`src/rtl/core/spch_pkg.sv`:
```
// Package for the split path CRC hash block.
// Holds the CRC constants, the case fold and the byte-wise CRC update.
// No dependencies.
package spch_pkg;

  localparam int unsigned HalfW = 32;
  localparam int unsigned HashW = 2 * HalfW;

  localparam logic [7:0]       SlashChar = 8'h2F;
  localparam logic [7:0]       UpperA    = 8'h41;
  localparam logic [7:0]       UpperZ    = 8'h5A;
  localparam logic [7:0]       CaseBit   = 8'h20;
  localparam logic [HalfW-1:0] CrcPoly   = 32'hEDB88320;
  localparam logic [HalfW-1:0] CrcInit   = 32'hFFFFFFFF;

  // ASCII upper case to lower case; every other byte passes unchanged.
  function automatic logic [7:0] fold_case(input logic [7:0] b);
    logic [7:0] r;
    r = b;
    if (b >= UpperA && b <= UpperZ) begin
      r = b | CaseBit;
    end
    return r;
  endfunction

  // Reflected CRC-32 update by one byte, one bit per step.
  function automatic logic [HalfW-1:0] crc_byte(input logic [HalfW-1:0] crc,
                                                input logic [7:0] b);
    logic [HalfW-1:0] c;
    c = crc ^ {{(HalfW-8){1'b0}}, b};
    for (int i = 0; i < 8; i++) begin
      if (c[0]) begin
        c = (c >> 1) ^ CrcPoly;
      end else begin
        c = c >> 1;
      end
    end
    return c;
  endfunction

endpackage

```
`src/rtl/core/split_path_crc_hash.sv`:
```
// Top level of the split path CRC hash block: input register, CRC state, result register.
// Depends on spch_pkg for constants and the CRC update function.
//
//   channel  | handshake               | payload
//   ---------+-------------------------+-----------------------------
//   input    | in_valid_i / in_ready_o | path_byte_i[7:0], last_byte_i
//   output   | out_valid_o/out_ready_i | path_hash_o[63:0]
//
// One word is taken per clock unless an output stall holds a word that ends a path.
// A word is held in the input register and its CRC update runs between that register
// and the CRC state; a hash is written to the result register as its last word moves on.
// Reset clears the valid flags and returns the CRC state to all ones.
// A stall on the output holds only a word that ends a path; other words keep
// flowing into the CRC state while a finished hash waits to be taken.
module split_path_crc_hash import spch_pkg::*; (
  input  logic             clk_i,
  input  logic             rst_ni,
  input  logic             in_valid_i,
  output logic             in_ready_o,
  input  logic [7:0]       path_byte_i,
  input  logic             last_byte_i,
  output logic             out_valid_o,
  input  logic             out_ready_i,
  output logic [HashW-1:0] path_hash_o
);

  // Input register.
  logic       s1_valid_q, s1_valid_d;
  logic [7:0] s1_byte_q;
  logic       s1_last_q;

  // Path state.
  logic [HalfW-1:0] whole_crc_q, whole_crc_d;
  logic [HalfW-1:0] name_crc_q, name_crc_d;
  logic [HalfW-1:0] dir_snap_q, dir_snap_d;
  logic             slash_seen_q, slash_seen_d;

  // Result register.
  logic             out_valid_q, out_valid_d;
  logic [HashW-1:0] hash_q;

  logic             advance;
  logic             in_fire;
  logic [7:0]       folded;
  logic             is_slash;
  logic [HalfW-1:0] whole_next;
  logic [HalfW-1:0] name_next;
  logic [HalfW-1:0] snap_next;
  logic             seen_next;
  logic [HashW-1:0] hash_next;

  // The held word moves on unless it ends a path and the result register is
  // still occupied by a hash that has not been taken.
  assign advance    = s1_valid_q && (!s1_last_q || !out_valid_q || out_ready_i);
  assign in_ready_o = !s1_valid_q || advance;
  assign in_fire    = in_valid_i && in_ready_o;

  always_comb begin
    folded     = fold_case(s1_byte_q);
    is_slash   = (folded == SlashChar);
    whole_next = crc_byte(whole_crc_q, folded);
    if (is_slash) begin
      snap_next = whole_crc_q;
      name_next = CrcInit;
      seen_next = 1'b1;
    end else begin
      snap_next = dir_snap_q;
      name_next = crc_byte(name_crc_q, folded);
      seen_next = slash_seen_q;
    end
    // Without a slash both halves carry the CRC of the whole path.
    if (seen_next) begin
      hash_next = {snap_next, name_next};
    end else begin
      hash_next = {whole_next, whole_next};
    end
  end

  always_comb begin
    s1_valid_d   = s1_valid_q;
    whole_crc_d  = whole_crc_q;
    name_crc_d   = name_crc_q;
    dir_snap_d   = dir_snap_q;
    slash_seen_d = slash_seen_q;
    out_valid_d  = out_valid_q;
    if (out_valid_q && out_ready_i) begin
      out_valid_d = 1'b0;
    end
    if (advance) begin
      s1_valid_d = 1'b0;
      if (s1_last_q) begin
        // The path is complete: issue the hash and start afresh.
        out_valid_d  = 1'b1;
        whole_crc_d  = CrcInit;
        name_crc_d   = CrcInit;
        dir_snap_d   = CrcInit;
        slash_seen_d = 1'b0;
      end else begin
        whole_crc_d  = whole_next;
        name_crc_d   = name_next;
        dir_snap_d   = snap_next;
        slash_seen_d = seen_next;
      end
    end
    if (in_fire) begin
      s1_valid_d = 1'b1;
    end
  end

  always_ff @(posedge clk_i or negedge rst_ni) begin
    if (!rst_ni) begin
      s1_valid_q   <= 1'b0;
      whole_crc_q  <= CrcInit;
      name_crc_q   <= CrcInit;
      dir_snap_q   <= CrcInit;
      slash_seen_q <= 1'b0;
      out_valid_q  <= 1'b0;
    end else begin
      s1_valid_q   <= s1_valid_d;
      whole_crc_q  <= whole_crc_d;
      name_crc_q   <= name_crc_d;
      dir_snap_q   <= dir_snap_d;
      slash_seen_q <= slash_seen_d;
      out_valid_q  <= out_valid_d;
    end
  end

  always_ff @(posedge clk_i) begin
    if (in_fire) begin
      s1_byte_q <= path_byte_i;
      s1_last_q <= last_byte_i;
    end
    if (advance && s1_last_q) begin
      hash_q <= hash_next;
    end
  end

  assign out_valid_o = out_valid_q;
  assign path_hash_o = hash_q;

`ifndef SYNTHESIS
  a_stall_blocks_input: assert property (@(posedge clk_i) disable iff (!rst_ni)
    (s1_valid_q && s1_last_q && out_valid_q && !out_ready_i) |-> !in_ready_o)
    else $error("input taken while a finished path was blocked");

  a_path_end_resets: assert property (@(posedge clk_i) disable iff (!rst_ni)
    (advance && s1_last_q) |=> (whole_crc_q == CrcInit && !slash_seen_q))
    else $error("path state not cleared after the last word");

  a_path_end_issues: assert property (@(posedge clk_i) disable iff (!rst_ni)
    (advance && s1_last_q) |=> out_valid_q)
    else $error("hash not issued after the last word");

  a_no_slash_same_crc: assert property (@(posedge clk_i) disable iff (!rst_ni)
    !slash_seen_q |-> (name_crc_q == whole_crc_q))
    else $error("name CRC drifted from the whole CRC before any slash");
`endif

endmodule
```
`config.mk`:
```
export PLATFORM = sky130hd
export DESIGN_NAME = split_path_crc_hash
export DESIGN_NICKNAME = d
export VERILOG_FILES = /design/src/rtl/core/spch_pkg.sv /design/src/rtl/core/split_path_crc_hash.sv
export SDC_FILE = /design/constraint.sdc
export NUM_CORES = 1
export LEC_CHECK = 0
export ABC_CLOCK_PERIOD_IN_PS = 4150
export BUFFER_PORTS_ARGS = -buffer_cell sky130_fd_sc_hd__buf_2
export CORE_MARGIN = 2
export CORE_UTILIZATION = 30
export DETAILED_ROUTE_END_ITERATION = 10
export SYNTH_ARGS = -nofsm -noshare
export SYNTH_HDL_FRONTEND = slang
export SYNTH_SLANG_ARGS = --single-unit
```
`constraint.sdc`:
```
create_clock -name clk_i -period 4.15 [get_ports clk_i]
set_input_delay 0.83 -clock clk_i [delete_from_list [all_inputs] [get_ports clk_i]]
set_output_delay 0.83 -clock clk_i [all_outputs]
set_load 0.1 [all_outputs]
```
* Yosys cells after proc, flatten, opt, wreduce, memory -nomap -nowiden
Cells that the tools add are included.
** Storage, ports and cells
- Logic and storage cells :: 79
- Register bits after elaboration :: 172
- Bits of input ports :: 13
** Operators by class
- Order comparisons :: 2
- Equal/unequal tests :: 1
- Bitwise operators :: 18
- Reductions and logical operators :: 12
- Muxes and demuxes :: 37
** Operator list (count)
- $mux W32 :: 28
- $not A13 Y14 :: 16
- $mux W64 :: 1
- $xor A32 B8 Y32 :: 2
- $eq A8 B6 Y1 const B :: 1
- $ge A8 B7 Y1 const B :: 1
- $le A8 B7 Y1 const B :: 1
- $mux W1 :: 7
- $mux W6 :: 1
- $logic_and A1 B1 Y1 :: 5
- $logic_not A1 Y1 :: 3
- $logic_or A1 B1 Y1 :: 3
- $reduce_bool A2 Y1 :: 1

* Longest topological paths before layout
- Word-level depth :: 29
- Mapped depth :: 9
- Depth with buffers taken out :: 6

* Worst setup path after synthesis
OpenSTA, ideal clock, no wires.
- Kind :: register to register
- From :: reg out_valid_q (netlist: out_valid_o)
- To :: reg hash_q[0] (netlist: path_hash_o[0]) (enable)
- Cell stages (with the launch flop) :: 5
- Period minus slack after synthesis :: 4.368 ns
- Slack :: -0.218 ns
- Arrival :: 3.880 ns
- Data required time :: 3.662 ns
- Cells stage by stage :: dfrtp_1 > inv_1 > or3_1 > nand2_1 > nor2_1
** Between the ends
- Word-level cells in the longest chain between the ends :: 5
** RTL lines
- start, declared :: line split_path_crc_hash.sv:39 : logic out_valid_q, out_valid_d;
- start signal, assigned :: line split_path_crc_hash.sv:124 : out_valid_q <= out_valid_d;
- $logic_not A1 Y1 :: line split_path_crc_hash.sv:54 : assign advance = s1_valid_q && (!s1_last_q || !out_valid_q || out_ready_i);
- $logic_or A1 B1 Y1 (2 in a row) :: line split_path_crc_hash.sv:54
- $logic_and A1 B1 Y1 :: line split_path_crc_hash.sv:54
- $logic_and A1 B1 Y1 :: line split_path_crc_hash.sv:133 : if (advance && s1_last_q) begin
- end signal, assigned :: line split_path_crc_hash.sv:134 : hash_q <= hash_next;
- end, declared :: line split_path_crc_hash.sv:40 : logic [HashW-1:0] hash_q;
No other way between the ends.
A chain may end at the register's enable or synchronous reset.

* Worst setup path after layout
- From :: reg s1_byte_q[3]
- To :: reg hash_q[27] (netlist: path_hash_o[27]), data pin
** Between the ends
- Word-level cells in the longest chain between the ends :: 22
- Elaborated cells between the ends (all ways) :: 39
- Classes of those cells :: order compare: 2; eq/ne: 1; mux: 27; bitwise: 8; reduce/logical: 1
** RTL lines
- start, declared :: line split_path_crc_hash.sv:29 : logic [7:0] s1_byte_q;
- start signal, assigned :: line split_path_crc_hash.sv:130 : s1_byte_q <= path_byte_i;
- $ge A8 B7 Y1 (tied with other cells) :: line spch_pkg.sv:20 : if (b >= UpperA && b <= UpperZ) begin
- $logic_and A1 B1 Y1 / $xor A32 B8 Y32 (equally long branches) :: line spch_pkg.sv:20, spch_pkg.sv:30
- $mux W6 (*) :: line spch_pkg.sv:20
- $xor A32 B8 Y32 / $mux W32 (equally long branches) :: line spch_pkg.sv:30, split_path_crc_hash.sv:62
- $mux W32 :: line spch_pkg.sv:32 : if (c[0]) begin
- $mux W32 :: line split_path_crc_hash.sv:62 : if (is_slash) begin
- $mux W32 :: line spch_pkg.sv:32
- $mux W32 :: line split_path_crc_hash.sv:62
- [... 7 more ...]
- $mux W32 :: line split_path_crc_hash.sv:62
- $mux W32 :: line spch_pkg.sv:32
- $mux W32 :: line split_path_crc_hash.sv:62
- $not A13 Y14 (no source line)
- $mux W32 :: line spch_pkg.sv:32
- $mux W32 :: line split_path_crc_hash.sv:62
- $mux W64 (*) :: line split_path_crc_hash.sv:72 : if (seen_next) begin
- net hash_next[27] :: line split_path_crc_hash.sv:50 : logic [HashW-1:0] hash_next;
Mark *: on every way through the listed nets, which the timed path passes. The rest lies on a longest branch. The select of a mux whose other input is x is not followed.

==> flow_summary_export.csv <==
group,metric,value,unit
run_status,status,"complete, no violations",
routing,ant_nets,0,
die,dieHeight,174,um
min_path,worstHoldPathType,"flop to flop",
worst_setup_path,crit_top_cell,"sky130_fd_sc_hd__xnor2_1",
global_routing,grt_pass1_wl,38800,um
worst_setup_path,setup.worst_path.end_class,"flop",
logic_synthesis,post_synth_instance_area,8710,um^2
sta,max_slew.worst_pin.slew,0.958,ns
clocking,cts.clk_slew.worst_paths,0.07,ns
global_routing,grt_pass1_vias,6119,
die,floorplan.die_area,30400,um^2
finish,layout.nets,866,
sta,fin_tns_setup,0,ns
clocking,cts_htree_levels,4,
logic_synthesis,ys_dominant_reg_cell,"sky130_fd_sc_hd__dfstp_2",
die,fp.coreArea,28600,um^2
logic_synthesis,synthDistinctLibCells,53,
clocking,numCtsBuffers,17,
routing,dr_total_vias,6370,
logic_synthesis,synth_nets,806,
clocking,ctsHoldBuffers,0,
global_routing,grt_start_max_net_pins,71,
placement,buffer_ports.inserted,78,
sta,slew_violations,0,
clocking,cts_setup_buffers,0,
sta,clock_tree_skew_after_final_layout,0.0144,ns
finish,final_common_cell,"sky130_fd_sc_hd__a21oi_1",
die,num_io_pins,79,
sta,slew-limit-headroom,36.1,%
sta,hold_viol_final,0,
worst_setup_path,longest_individual_stage_delay_on_the_worst_path,0.60,ns
placement,gpl.final_weighted_congestion,0.832,
worst_setup_path,cp_data_arrival_time,3.24,ns
global_routing,grt_overflow,0,
clocking,tritoncts,"yes",
die,start_util,30.4,%
finish,area_growth,16.3,%
finish,antenna_cells,0,
clocking,worst_skew_pair_later_pin_latency,0.44,ns
worst_setup_path,critical_path_required,4.31,ns
logic_synthesis,synth_edf_count,73,
job,maxCapViolCount,0,
sta,final-setup-viol-count,0,
routing,first_iter_violations,631,
logic_synthesis,synth_async_sr_flop_share,57.6,%
global_routing,globalRouteTotalUtil,16.9,%
sta,final_period_minus_worst_setup_slack,3.08,ns
routing,drcViolationCount,0,
logic_synthesis,synth-seq-area-share,55.0,%
logic_synthesis,synthesis.instances,793,
finish,post_route_cells_drive_above_1_share,28.6,%
global_routing,antenna_violations_before_repair,0,
worst_setup_path,critPathKind,"flop to flop",
die,dieWidth,174,um
sta,max_freq,325,MHz
clocking,root_buffer,"sky130_fd_sc_hd__clkbuf_16",
logic_synthesis,register_bit_total_from_synthesis,172,
placement,dp.final_hpwl,17300,um
worst_setup_path,critical-path-slowest-cell,"sky130_fd_sc_hd__a21boi_2",
routing,vias_per_cell,5.10,
worst_setup_path,crit_path_start_kind,"flop",
finish,layout_common_cells,"116 x sky130_fd_sc_hd__a21oi_1, 114 x sky130_fd_sc_hd__nor2_1, 96 x sky130_fd_sc_hd__dfstp_2, 95 x sky130_fd_sc_hd__xnor2_1, 77 x sky130_fd_sc_hd__buf_2",
clocking,ctsLongestPathBuffers,2,
worst_setup_path,critical_path.n_buffers_inverters,0,
routing,wirelength_per_cell,20.1,um
routing,detail_route.wirelength,25100,um
die,rows,62,
sta,rsz0062_at_grt,"no",
routing,drt_pre_antenna_iters,4,
worst_setup_path,cells_along_the_critical_path,"and3b_2 > a22oi_2 > a21boi_2 > xnor2_1 > xnor2_1 > a21oi_1",
worst_setup_path,worst_path_dominant_cell_family,"compound AO/OA/AOI/OAI gates",
logic_synthesis,syn_area_per_cell,11.0,um^2
sta,finalCritPeriodShare,74.2,%
worst_setup_path,crit_fanout,9,
logic_synthesis,ys_warn_count,0,
clocking,post_cts.resized_instances,0,
clocking,clock_sink_count,172,
==> metal layers <==
metal	wire length (um)	up-vias	global-route usage, %
met5	0	-	0
met4	719	0	6.16
met3	1600	36	3.37
met2	11000	262	24.5
met1	11700	3161	24.7
li1	-	2911	-
==> registers in the layout (all words and copies together), names as in the netlist <==
signal	count
s1_byte_q	8
s1_valid_q	1
out_valid_o	1
path_hash_o	64
s1_last_q	1
slash_seen_q	1
dir_snap_q	32
whole_crc_q	32
name_crc_q	32
==> cells in the mapped netlist, types with 2 or more instances <==
master / instances / area (um^2)
sky130_fd_sc_hd__o22ai_1: 33 / 206
sky130_fd_sc_hd__dfrtp_1: 3 / 75.1
sky130_fd_sc_hd__nand2_1: 37 / 139
sky130_fd_sc_hd__mux2i_1: 8 / 80.1
sky130_fd_sc_hd__o21ai_1: 2 / 10.0
sky130_fd_sc_hd__a22oi_1: 4 / 30.0
sky130_fd_sc_hd__xor2_1: 31 / 272
sky130_fd_sc_hd__o21a_1: 3 / 22.5
sky130_fd_sc_hd__o211ai_1: 6 / 45.0
sky130_fd_sc_hd__and3_2: 2 / 15.0
sky130_fd_sc_hd__or3_1: 5 / 31.3
sky130_fd_sc_hd__o21ai_0: 28 / 140
sky130_fd_sc_hd__buf_2: 4 / 20.0
sky130_fd_sc_hd__clkbuf_1: 44 / 165
sky130_fd_sc_hd__nor3_1: 2 / 10.0
sky130_fd_sc_hd__a32o_1: 2 / 20.0
sky130_fd_sc_hd__a211oi_4: 2 / 40.0
sky130_fd_sc_hd__xnor2_2: 8 / 130
sky130_fd_sc_hd__and4b_2: 2 / 22.5
sky130_fd_sc_hd__xnor2_1: 95 / 832
sky130_fd_sc_hd__o22a_1: 18 / 158
sky130_fd_sc_hd__a21o_1: 5 / 37.5
sky130_fd_sc_hd__xnor3_1: 6 / 135
sky130_fd_sc_hd__or2_2: 2 / 12.5
sky130_fd_sc_hd__and3_1: 2 / 12.5
sky130_fd_sc_hd__edfxtp_1: 73 / 2190
sky130_fd_sc_hd__dfstp_2: 96 / 2520
sky130_fd_sc_hd__and2_1: 5 / 31.3
sky130_fd_sc_hd__nand2b_1: 4 / 25.0
sky130_fd_sc_hd__nor2_1: 115 / 432
sky130_fd_sc_hd__a21oi_1: 116 / 581
sky130_fd_sc_hd__a31oi_1: 4 / 25.0
sky130_fd_sc_hd__inv_1: 6 / 22.5
==> worst reg2reg max path, cell delays in order (launching register included) <==
cell and delay (ns):
sky130_fd_sc_hd__edfxtp_1 0.55, sky130_fd_sc_hd__and3b_2 0.30, sky130_fd_sc_hd__a22oi_2 0.31, sky130_fd_sc_hd__a21boi_2 0.60, sky130_fd_sc_hd__xnor2_1 0.39, sky130_fd_sc_hd__xnor2_1 0.52, sky130_fd_sc_hd__a21oi_1 0.14
==> final timing paths <==
check / startpoint / end / slack, ns / cells after the start
worst min-delay path: dir_snap_q[26]$_DFFE_PN1P_ / dir_snap_q[26]$_DFFE_PN1P_ / 0.51 / 2
worst max-delay path: s1_byte_q[3]$_DFFE_PP_ / path_hash_o[27]$_DFFE_PP_ / 1.07 / 6
min in group asynchronous: rst_ni / slash_seen_q$_DFFE_PN0P_ / 0.57 / 1
worst min register to register: dir_snap_q[26]$_DFFE_PN1P_ / dir_snap_q[26]$_DFFE_PN1P_ / 0.51 / 2
max in group asynchronous: rst_ni / dir_snap_q[28]$_DFFE_PN1P_ / 2.83 / 2
worst max register to register: s1_byte_q[3]$_DFFE_PP_ / path_hash_o[27]$_DFFE_PP_ / 1.07 / 6
==> layout make-up <==
| cell class | count | area, um^2 |
|---|---|---|
| flip-flops and latches | 172 | 4790 |
| fillers | 2798 | 18500 |
| well taps | 384 | 480 |
| multi-input cells | 565 | 3720 |
| inverters | 6 | 22.5 |
| repair buffers | 91 | 515 |
| clock buffers | 17 | 425 |
| clock inverters | 15 | 180 |
==> metrics by stage <==
step	hold WS [ns]	setup WS (ns)	instances	area, um^2	util (%)
4_1_cts	0.511	1.09	1250	10100	35.4
3_5_place_dp	0.500	1.13	1218	9530	33.3
6_report	0.510	1.07	1250	10100	35.4
5_1_grt	0.525	0.966	1250	10100	35.4
2_1_floorplan	0.484	0.864	793	8710	-
3_3_place_gp	0.493	1.09	1218	9530	33.3
==> logic make-up (layout without fill, tap and decap cells) <==
family | after synthesis | after routing | synth area share (%)
AO/OA/AOI/OAI | 230 | 230 | 15.9
AND/OR/NAND/NOR | 184 | 184 | 9.25
flip-flops | 172 | 172 | 55.0
XOR/XNOR | 143 | 143 | 16.4
buffers and inverters | 56 | 129 | 2.51
multiplexers | 8 | 8 | 0.919
Power is left out: the tool's default activity adds up to more than one toggle a clock period on the data nets, which glitch-free logic cannot reach.
